==> src/design/nak_retransmit_scheduler_assert.svh <==
// Assertion macros for the NAK retransmit scheduler.
// Used by nak_retransmit_scheduler.sv; the including module provides i_clk and i_rst_n.
`ifndef NAK_RETRANSMIT_SCHEDULER_ASSERT_SVH
`define NAK_RETRANSMIT_SCHEDULER_ASSERT_SVH

// Checks that the consequent holds in the same cycle as the antecedent.
`define NRS_ASSERT_SAME(lbl, ante, cons, msg) \
    lbl: assert property (@(posedge i_clk) disable iff (!i_rst_n) (ante) |-> (cons)) \
        else $error(msg);

// Checks that the consequent holds in the cycle after the antecedent.
`define NRS_ASSERT_NEXT(lbl, ante, cons, msg) \
    lbl: assert property (@(posedge i_clk) disable iff (!i_rst_n) (ante) |=> (cons)) \
        else $error(msg);

`endif

==> src/design/nrs_pkg.sv <==
// Shared types and codes for the NAK retransmit scheduler.
// No dependencies; imported by the top level.
package nrs_pkg;

    // Result codes carried on the output tuser.
    typedef enum logic [2:0] {
        KIND_DELAYED    = 3'd0,
        KIND_RESEND     = 3'd1,
        KIND_SUPPRESSED = 3'd2,
        KIND_INVALID    = 3'd3,
        KIND_OVERFLOW   = 3'd4,
        KIND_SUMMARY    = 3'd5
    } t_kind;

    // Input operation codes.
    localparam logic OP_NAK  = 1'b0;
    localparam logic OP_TICK = 1'b1;

    // Configuration register indexes.
    localparam logic [2:0] CFG_DELAY    = 3'd0;
    localparam logic [2:0] CFG_LINGER   = 3'd1;
    localparam logic [2:0] CFG_GROUP    = 3'd2;
    localparam logic [2:0] CFG_ACTIVE   = 3'd3;
    localparam logic [2:0] CFG_TERM_LEN = 3'd4;

    // One slot table entry. Activity lives in flip-flops, not here.
    typedef struct packed {
        logic        linger;
        logic [31:0] term;
        logic [31:0] offset;
        logic [30:0] length;
        logic [62:0] expiry;
    } t_slot_entry;

    localparam int ENTRY_W = $bits(t_slot_entry);

endpackage

==> src/design/nrs_ram.sv <==
// Generic single-write, single-read synchronous RAM with registered read data.
// No dependencies.
module nrs_ram #(
    parameter int WIDTH  = 8,
    parameter int DEPTH  = 16,
    parameter int ADDR_W = (DEPTH > 1) ? $clog2(DEPTH) : 1
) (
    input  logic              i_clk,
    input  logic              i_we,
    input  logic [ADDR_W-1:0] i_waddr,
    input  logic [WIDTH-1:0]  i_wdata,
    input  logic              i_re,
    input  logic [ADDR_W-1:0] i_raddr,
    output logic [WIDTH-1:0]  o_rdata
);

    logic [WIDTH-1:0] r_mem [DEPTH];
    logic [WIDTH-1:0] r_rdata;

    // Write port.
    always_ff @(posedge i_clk) begin
        if (i_we) begin
            r_mem[i_waddr] <= i_wdata;
        end
    end

    // Read port; data holds while no read is issued.
    always_ff @(posedge i_clk) begin
        if (i_re) begin
            r_rdata <= r_mem[i_raddr];
        end
    end

    assign o_rdata = r_rdata;

endmodule

==> src/design/nak_retransmit_scheduler.sv <==
// NAK retransmit scheduler: slot table in a RAM, scanned one slot per cycle while no tick
// resend waits on the output register. A NAK scans the slots in use and then loads its final
// result; a tick scans them and then loads its summary. An invalid NAK skips the scan, and so
// does a tick with no busy slot. A new item is taken only when the block is back in idle, after
// the last item has loaded its final result. Synchronous active-low reset clears slot activity
// and the busy count and loads register defaults.
`include "nak_retransmit_scheduler_assert.svh"

module nak_retransmit_scheduler #(
    parameter int MAX_SLOTS = 16
) (
    input  logic         i_clk,
    input  logic         i_rst_n,
    // Configuration write port.
    input  logic         i_cfg_we,
    input  logic [2:0]   i_cfg_idx,
    input  logic [39:0]  i_cfg_data,
    // Input items.
    input  logic         s_axis_tvalid,
    output logic         s_axis_tready,
    // tdata: nak_term[31:0], nak_offset[63:32], nak_length[94:64], now_time[156:95], zero
    input  logic [159:0] s_axis_tdata,
    // tuser: operation
    input  logic         s_axis_tuser,
    // Result items.
    output logic         m_axis_tvalid,
    input  logic         m_axis_tready,
    // tdata: resend_term[31:0], resend_offset[63:32], resend_length[94:64],
    //        changed_count[100:95], zero
    output logic [103:0] m_axis_tdata,
    // tuser: result_kind
    output nrs_pkg::t_kind m_axis_tuser,
    // tlast: last
    output logic         m_axis_tlast
);

    import nrs_pkg::*;

    localparam int AW = (MAX_SLOTS > 1) ? $clog2(MAX_SLOTS) : 1;
    localparam int CW = $clog2(MAX_SLOTS + 1);

    typedef enum logic [1:0] {
        S_IDLE,
        S_SCAN,
        S_FIN,
        S_SUM
    } t_state;

    // Configuration registers.
    logic [39:0] r_delay;
    logic [39:0] r_linger;
    logic        r_group;
    logic [5:0]  r_active;
    logic [30:0] r_tlen;

    // Control and item registers.
    t_state          r_state;
    logic            r_op;
    logic [31:0]     r_term;
    logic [31:0]     r_off;
    logic [30:0]     r_len;
    logic [61:0]     r_now;
    logic            r_invalid;
    logic            r_supp;
    logic            r_pick_ok;
    logic [AW-1:0]   r_pick;
    logic [CW-1:0]   r_rd_idx;
    logic            r_ev_valid;
    logic [AW-1:0]   r_ev_idx;
    logic [5:0]      r_changed;
    logic [5:0]      r_busy;
    logic [MAX_SLOTS-1:0] r_valid;

    // Output register.
    logic        r_out_valid;
    t_kind       r_out_kind;
    logic [31:0] r_out_term;
    logic [31:0] r_out_off;
    logic [30:0] r_out_len;
    logic [5:0]  r_out_cnt;
    logic        r_out_last;

    // RAM interface.
    logic               ram_we;
    logic [AW-1:0]      ram_waddr;
    t_slot_entry        wr_entry;
    logic               ram_re;
    logic [ENTRY_W-1:0] ram_rdata;
    t_slot_entry        rd_entry;

    logic [CW-1:0] slots_used;
    logic          in_accept;
    logic          in_invalid;
    logic          out_free;
    logic          out_load;
    logic          adv;
    logic          rd_issue;
    logic          scan_done;
    logic          ev_active;
    logic          ev_expired;
    logic          ev_match;
    logic          ev_tick_resend;
    logic          ev_tick_free;
    logic          tick_wr;
    logic          fin_write;
    logic          fin_immediate;
    t_kind         fin_kind;
    logic signed [33:0] slot_end;
    logic signed [33:0] nak_pos;

    // Configuration writes are taken at any time.
    always_ff @(posedge i_clk) begin
        if (!i_rst_n) begin
            r_delay  <= '0;
            r_linger <= '0;
            r_group  <= 1'b0;
            r_active <= 6'd1;
            r_tlen   <= 31'd65536;
        end else if (i_cfg_we) begin
            unique case (i_cfg_idx)
                CFG_DELAY:    r_delay  <= i_cfg_data;
                CFG_LINGER:   r_linger <= i_cfg_data;
                CFG_GROUP:    r_group  <= i_cfg_data[0];
                CFG_ACTIVE:   r_active <= i_cfg_data[5:0];
                CFG_TERM_LEN: r_tlen   <= i_cfg_data[30:0];
                default: begin
                end
            endcase
        end
    end

    // Number of slots scanned: one in unicast mode, else the clamped register.
    always_comb begin
        if (!r_group || r_active == 6'd0) begin
            slots_used = CW'(1);
        end else if ({1'b0, r_active} > 7'(MAX_SLOTS)) begin
            slots_used = CW'(MAX_SLOTS);
        end else begin
            slots_used = CW'(r_active);
        end
    end

    // Offset range check of an arriving NAK.
    assign in_accept  = s_axis_tvalid && s_axis_tready;
    assign in_invalid = s_axis_tdata[63] ||
                        (({2'b0, s_axis_tdata[62:32]} + 33'd32) > {2'b0, r_tlen});

    // Evaluation of the slot entry returned by the RAM.
    assign rd_entry   = t_slot_entry'(ram_rdata);
    assign ev_active  = r_valid[r_ev_idx];
    assign ev_expired = {1'b0, r_now} > rd_entry.expiry;
    assign slot_end   = $signed({{2{rd_entry.offset[31]}}, rd_entry.offset})
                      + $signed({3'b0, rd_entry.length});
    assign nak_pos    = $signed({{2{r_off[31]}}, r_off});
    assign ev_match   = (rd_entry.term == r_term) &&
                        ($signed(rd_entry.offset) <= $signed(r_off)) &&
                        (nak_pos < slot_end);
    assign ev_tick_resend = (r_op == OP_TICK) && ev_active && !rd_entry.linger && ev_expired;
    assign ev_tick_free   = (r_op == OP_TICK) && ev_active && rd_entry.linger && ev_expired;

    // Scan pipeline advances unless a tick resend waits for the output register.
    assign out_free  = !r_out_valid || m_axis_tready;
    assign adv       = !(r_ev_valid && ev_tick_resend && !out_free);
    assign rd_issue  = (r_state == S_SCAN) && adv && (r_rd_idx < slots_used);
    assign ram_re    = rd_issue;
    assign scan_done = (r_state == S_SCAN) && !r_ev_valid && (r_rd_idx >= slots_used);

    // Final result of a NAK.
    assign fin_immediate = (r_delay == 40'd0);
    always_comb begin
        if (r_invalid) begin
            fin_kind = KIND_INVALID;
        end else if (r_supp) begin
            fin_kind = KIND_SUPPRESSED;
        end else if (!r_pick_ok) begin
            fin_kind = KIND_OVERFLOW;
        end else if (fin_immediate) begin
            fin_kind = KIND_RESEND;
        end else begin
            fin_kind = KIND_DELAYED;
        end
    end

    // Slot writes: a new NAK at the end of its scan, or a tick resend during the scan.
    assign fin_write = (r_state == S_FIN) && out_free && !r_invalid && !r_supp && r_pick_ok;
    assign tick_wr   = (r_state == S_SCAN) && r_ev_valid && ev_tick_resend && out_free;
    assign ram_we    = fin_write || tick_wr;
    assign ram_waddr = fin_write ? r_pick : r_ev_idx;

    // A new result enters the output register in this cycle.
    assign out_load  = tick_wr || (((r_state == S_FIN) || (r_state == S_SUM)) && out_free);

    always_comb begin
        if (fin_write) begin
            wr_entry.linger = fin_immediate;
            wr_entry.term   = r_term;
            wr_entry.offset = r_off;
            wr_entry.length = r_len;
            wr_entry.expiry = 63'(r_now) + (fin_immediate ? 63'(r_linger) : 63'(r_delay));
        end else begin
            wr_entry.linger = 1'b1;
            wr_entry.term   = rd_entry.term;
            wr_entry.offset = rd_entry.offset;
            wr_entry.length = rd_entry.length;
            wr_entry.expiry = 63'(r_now) + 63'(r_linger);
        end
    end

    nrs_ram #(
        .WIDTH (ENTRY_W),
        .DEPTH (MAX_SLOTS),
        .ADDR_W(AW)
    ) u_slot_ram (
        .i_clk  (i_clk),
        .i_we   (ram_we),
        .i_waddr(ram_waddr),
        .i_wdata(wr_entry),
        .i_re   (ram_re),
        .i_raddr(r_rd_idx[AW-1:0]),
        .o_rdata(ram_rdata)
    );

    // Sequencer, slot activity and the output register.
    always_ff @(posedge i_clk) begin
        if (!i_rst_n) begin
            r_state     <= S_IDLE;
            r_ev_valid  <= 1'b0;
            r_busy      <= '0;
            r_valid     <= '0;
            r_out_valid <= 1'b0;
        end else begin
            if (r_out_valid && m_axis_tready && !out_load) begin
                r_out_valid <= 1'b0;
            end

            unique case (r_state)
                S_IDLE: begin
                    if (in_accept) begin
                        r_op       <= s_axis_tuser;
                        r_term     <= s_axis_tdata[31:0];
                        r_off      <= s_axis_tdata[63:32];
                        r_len      <= s_axis_tdata[94:64];
                        r_now      <= s_axis_tdata[156:95];
                        r_invalid  <= in_invalid;
                        r_supp     <= 1'b0;
                        r_pick_ok  <= 1'b0;
                        r_changed  <= '0;
                        r_rd_idx   <= '0;
                        r_ev_valid <= 1'b0;
                        if (s_axis_tuser == OP_NAK) begin
                            r_state <= in_invalid ? S_FIN : S_SCAN;
                        end else begin
                            r_state <= (r_busy == 6'd0) ? S_SUM : S_SCAN;
                        end
                    end
                end
                S_SCAN: begin
                    if (adv) begin
                        r_ev_valid <= rd_issue;
                        if (rd_issue) begin
                            r_ev_idx <= r_rd_idx[AW-1:0];
                            r_rd_idx <= r_rd_idx + CW'(1);
                        end
                    end
                    if (r_ev_valid) begin
                        if (r_op == OP_NAK) begin
                            // Take the first free slot; unicast reuses its active slot.
                            if (!ev_active) begin
                                if (!r_pick_ok) begin
                                    r_pick    <= r_ev_idx;
                                    r_pick_ok <= 1'b1;
                                end
                            end else if (ev_match) begin
                                r_supp <= 1'b1;
                            end else if (!r_group) begin
                                r_pick    <= r_ev_idx;
                                r_pick_ok <= 1'b1;
                            end
                        end else if (ev_tick_resend) begin
                            if (out_free) begin
                                r_out_valid <= 1'b1;
                                r_out_kind  <= KIND_RESEND;
                                r_out_term  <= rd_entry.term;
                                r_out_off   <= rd_entry.offset;
                                r_out_len   <= rd_entry.length;
                                r_out_cnt   <= '0;
                                r_out_last  <= 1'b0;
                                r_changed   <= r_changed + 6'd1;
                            end
                        end else if (ev_tick_free) begin
                            r_valid[r_ev_idx] <= 1'b0;
                            if (r_busy != 6'd0) begin
                                r_busy <= r_busy - 6'd1;
                            end
                            r_changed <= r_changed + 6'd1;
                        end
                    end
                    if (scan_done) begin
                        r_state <= (r_op == OP_NAK) ? S_FIN : S_SUM;
                    end
                end
                S_FIN: begin
                    if (out_free) begin
                        r_out_valid <= 1'b1;
                        r_out_kind  <= fin_kind;
                        r_out_cnt   <= '0;
                        r_out_last  <= 1'b1;
                        if (fin_kind == KIND_RESEND) begin
                            r_out_term <= r_term;
                            r_out_off  <= r_off;
                            r_out_len  <= r_len;
                        end else begin
                            r_out_term <= '0;
                            r_out_off  <= '0;
                            r_out_len  <= '0;
                        end
                        if (fin_write) begin
                            r_valid[r_pick] <= 1'b1;
                            if (!r_valid[r_pick]) begin
                                r_busy <= r_busy + 6'd1;
                            end
                        end
                        r_state <= S_IDLE;
                    end
                end
                S_SUM: begin
                    if (out_free) begin
                        r_out_valid <= 1'b1;
                        r_out_kind  <= KIND_SUMMARY;
                        r_out_term  <= '0;
                        r_out_off   <= '0;
                        r_out_len   <= '0;
                        r_out_cnt   <= r_changed;
                        r_out_last  <= 1'b1;
                        r_state     <= S_IDLE;
                    end
                end
                default: begin
                    r_state <= S_IDLE;
                end
            endcase
        end
    end

    // Port drive.
    assign s_axis_tready = (r_state == S_IDLE);
    assign m_axis_tvalid = r_out_valid;
    assign m_axis_tuser  = r_out_kind;
    assign m_axis_tlast  = r_out_last;
    assign m_axis_tdata  = {3'b0, r_out_cnt, r_out_len, r_out_off, r_out_term};

    // The busy count always equals the number of active slots.
    `NRS_ASSERT_SAME(a_busy_count, 1'b1, $countones(r_valid) == 32'(r_busy), "busy count off")
    // Slot writes stay within the slots in use.
    `NRS_ASSERT_SAME(a_write_range, ram_we, CW'(ram_waddr) < slots_used, "slot write range")
    // Only tick resends are results that are not the last of their item.
    `NRS_ASSERT_SAME(a_nonlast, r_out_valid && !r_out_last, r_out_kind == KIND_RESEND, "tlast")
    // An accepted item always starts work, so the block is busy in the next cycle.
    `NRS_ASSERT_NEXT(a_accept_start, in_accept, r_state != S_IDLE && !r_ev_valid, "no start")

endmodule

==> config.mk <==
export PLATFORM = sky130hd
export DESIGN_NAME = nak_retransmit_scheduler
export DESIGN_NICKNAME = d
export VERILOG_FILES = /design/src/design/nrs_pkg.sv /design/src/design/nrs_ram.sv /design/src/design/nak_retransmit_scheduler.sv
export VERILOG_INCLUDE_DIRS = /design/src /design/src/design
export SDC_FILE = /design/constraint.sdc
export NUM_CORES = 2
export LEC_CHECK = 0
export ABC_AREA = 0
export BUFFER_PORTS_ARGS = -buffer_cell sky130_fd_sc_hd__buf_4
export CAP_MARGIN = 20
export CORE_ASPECT_RATIO = 0.6
export CORE_MARGIN = 10
export CORE_UTILIZATION = 56
export CTS_CLUSTER_SIZE = 14
export DETAILED_ROUTE_END_ITERATION = 8
export PLACE_DENSITY = 0.75
export SETUP_SLACK_MARGIN = 0.4
export SLEW_MARGIN = 20
export SYNTH_ARGS = -nofsm -noshare
export SYNTH_HDL_FRONTEND = slang
export SYNTH_SLANG_ARGS = --single-unit
==> constraint.sdc <==
create_clock -name i_clk -period 18.72 [get_ports i_clk]
set_clock_uncertainty 0.1 [all_clocks]
set_input_delay 1.872 -clock i_clk [delete_from_list [all_inputs] [get_ports i_clk]]
set_output_delay 1.872 -clock i_clk [all_outputs]
set_load 0.005 [all_outputs]
==> flow_metrics.tcl <==
set metrics [dict create \
    status "finished, final reports clean" \
    path_clk_slew_ps 70 \
    gp_congestion 0.910 \
    final_common_cell "edfxtp_1" \
    num_rows 135 \
    synth_flop_cell "edfxtp_1" \
    power.total_mw 14.6 \
    path_class "register to register" \
    power.leakage_nw 46.8 \
    cts_buffers 291 \
    maxSlewViolCount 0 \
    syn_avg_cell_area_um2 19.2 \
    grt_max_degree 151 \
    cts_resized 0 \
    fin_setup_tns_ps 0 \
    finalSetupViolCount 0 \
    drt_first_pass_iters 6 \
    yosysWarnings 0 \
    cts_hold_buffers 0 \
    cp.arrival_ps 8310 \
    wl_mm 324 \
    drt_iter0_markers 9152 \
    post_cts_buffers 0 \
    worst_pin_slew_ps 1180 \
    antenna_found_initial 16 \
    nFillCells 15100 \
    yosysTopAreaCellShare 0.709 \
    cp_data_required_time_ps 19120 \
    path_max_fanout 56 \
    die_w_um 634 \
    rsz0062_at_grt "no" \
    start_util 0.562 \
    fin_nets 7550 \
    yosysTopAreaCell "edfxtp_1" \
    drv_cap 0 \
    clock.fmax_mhz 126 \
    cell_internal_pwr_mw 11.4 \
    clk_latency_ps 880 \
    synth.cell_area_mm2 0.127 \
    cts_sinks 3132 \
    seq_area_frac_synth 0.731 \
    dp_hpwl_mm 179 \
    grt_pass1_vias 66600 \
    avgViaCountPerCell 6.50 \
    slew_headroom 0.208 \
    grt_usage 0.261 \
    period_minus_slack_ps 7910 \
    p_clk_frac 0.376 \
    port_buffers 312 \
    post_drt_wl_per_cell_um 31.4 \
    grt_overflow_total 0 \
    synth_cell_type_count 79 \
    setup.worst_path.start_class "register" \
    vias 67100 \
    clock-root-buffer "clkbuf_16" \
    die_h_um 388 \
    synth_area_leaders "edfxtp_1 71%, mux4_2 14%, ha_1 2.4%" \
    synth_edf_count 2988 \
    layout-drive-gt1-share 0.250 \
    combPwrFrac 0.084 \
    cts_max_level 5 \
    netSwitchingFraction 0.223 \
    ys_ff_latch 3132 \
    period_share 0.422 \
    peakVddDrop_mv 0.0688 \
    ioPinCount 319 \
    grt_pass1_wl_mm 470 \
    hold_viol 0 \
    clockBufferDepth 4 \
    drc 0 \
    final_cell_mix "2,988 x edfxtp_1, 805 x mux4_2, 513 x nand2_1" \
    final_antenna_net_count 0 \
    cts_tree "done" \
    worstSetupEndpointType "register" \
    syn_to_final_growth_pct 12.5 \
    hold_path_class "register to register" \
    switching_power_mw 3.27 \
    async_flop_share 0 \
    synth_cells 6582 \
    die_area_mm2 0.246 \
    coreArea_mm2 0.225 \
    pwr-share-seq 0.539 \
    power.density_mw_per_mm2 103 \
]
## cells in the mapped netlist (16+ instances only)
| library cell | instances |
|---|---|
| a21boi_0 | 116 |
| a21o_1 | 90 |
| a21oi_1 | 111 |
| a31oi_1 | 23 |
| and2_1 | 17 |
| and3_1 | 32 |
| buf_1 | 65 |
| clkbuf_1 | 219 |
| dfxtp_1 | 144 |
| edfxtp_1 | 2988 |
| ha_1 | 240 |
| inv_1 | 254 |
| mux2_2 | 40 |
| mux4_2 | 805 |
| nand2_1 | 513 |
| nand2b_1 | 21 |
| nand3_1 | 61 |
| nand4_1 | 51 |
| nor2_1 | 98 |
| nor2b_1 | 38 |
| nor3_1 | 29 |
| nor4_1 | 36 |
| o21a_1 | 16 |
| o21ai_0 | 252 |
| xnor2_1 | 106 |
| xor2_1 | 45 |
## stage by stage
stage,util,cells,hold slack (ps),setup slack (ps),cell area [um^2]
2_1_floorplan,-,6584,324,-260,127000
3_3_place_gp,0.592,9814,350,10940,133000
3_5_place_dp,0.592,9815,357,10640,133000
4_1_cts,0.630,10300,365,11030,142000
5_1_grt,0.632,10300,387,10690,142000
6_report,0.632,10300,365,10810,142000
## area by class of cell
class	instances	area (um^2)	area share
inverters	255	957	0.00672
well taps	3014	3770	0.0265
multi-input cells	2901	32400	0.228
repair buffers	517	4090	0.0287
clock inverters	104	807	0.00567
flip-flops and latches	3132	92600	0.650
diodes	10	25.0	0.000176
clock buffers	375	7720	0.0542
## cell families (layout without fill, tap and decap cells)
| family | count (synthesis) | count (layout) | synth area share |
|---|---|---|---|
| AND/OR/NAND/NOR | 933 | 933 | 0.0336 |
| buffers and inverters | 551 | 1251 | 0.0167 |
| XOR/XNOR | 151 | 151 | 0.0104 |
| multiplexers | 855 | 855 | 0.148 |
| adder cells (fa/ha/maj) | 243 | 243 | 0.0242 |
| flip-flops | 3132 | 3132 | 0.731 |
| AO/OA/AOI/OAI | 716 | 716 | 0.0361 |
| other | 1 | 13 | 0.0000296 |
## routing by layer
layer | track usage | wire, um | up-vias
met5 | 0 | 25 | -
met4 | 0.104 | 14600 | 4
met3 | 0.0490 | 31400 | 673
met2 | 0.397 | 151000 | 3831
met1 | 0.377 | 127000 | 35000
li1 | - | - | 27500
## final timing paths
path / from / cells after the start / end / slack [ps]
worst max register to register: r_delay[29] / 18 / u_slot_ram.r_mem[9][44] / 10810
worst max-delay path: r_delay[29] / 18 / u_slot_ram.r_mem[9][44] / 10810
worst min-delay path: r_linger[18] / 2 / r_linger[18] / 360
worst min register to register: r_linger[18] / 2 / r_linger[18] / 360
## state kept, by name, indices dropped and copies added, names as in the netlist, 32 cells and up
name                flops
u_slot_ram.r_mem     2544
u_slot_ram.o_rdata    159
r_now                  62
r_delay                40
r_linger               40
r_off                  32
r_out_off              32
r_out_term             32
r_term                 32
## critical path: stages (launching register included)
cell and delay (ps):
dfxtp_1 330, nor4_1 740, nand4_1 250, nor3_1 720
nand2b_2 250, buf_4 600, mux2_2 420, ha_1 230
fa_1 460, a21o_1 210, a21oi_1 390, o21a_1 250
o21ai_2 130, a31oi_2 460, o31ai_2 270, a2111oi_4 390
buf_4 350, nor3b_1 110, xor2_1 840
## power by group through the flow
| stage | Sequential (mW) | Combinational, mW | Clock, mW |
|---|---|---|---|
| 2_1_floorplan | 8.03 | 0.795 | 0 |
| 3_3_place_gp | 8.04 | 1.18 | 0 |
| 3_5_place_dp | 8.05 | 1.21 | 0 |
| 4_1_cts | 7.90 | 1.22 | 5.59 |
| 5_1_grt | 7.90 | 1.32 | 5.86 |
| 6_report | 7.90 | 1.23 | 5.51 |
Note: power is estimated with default switching activity, not from simulation.
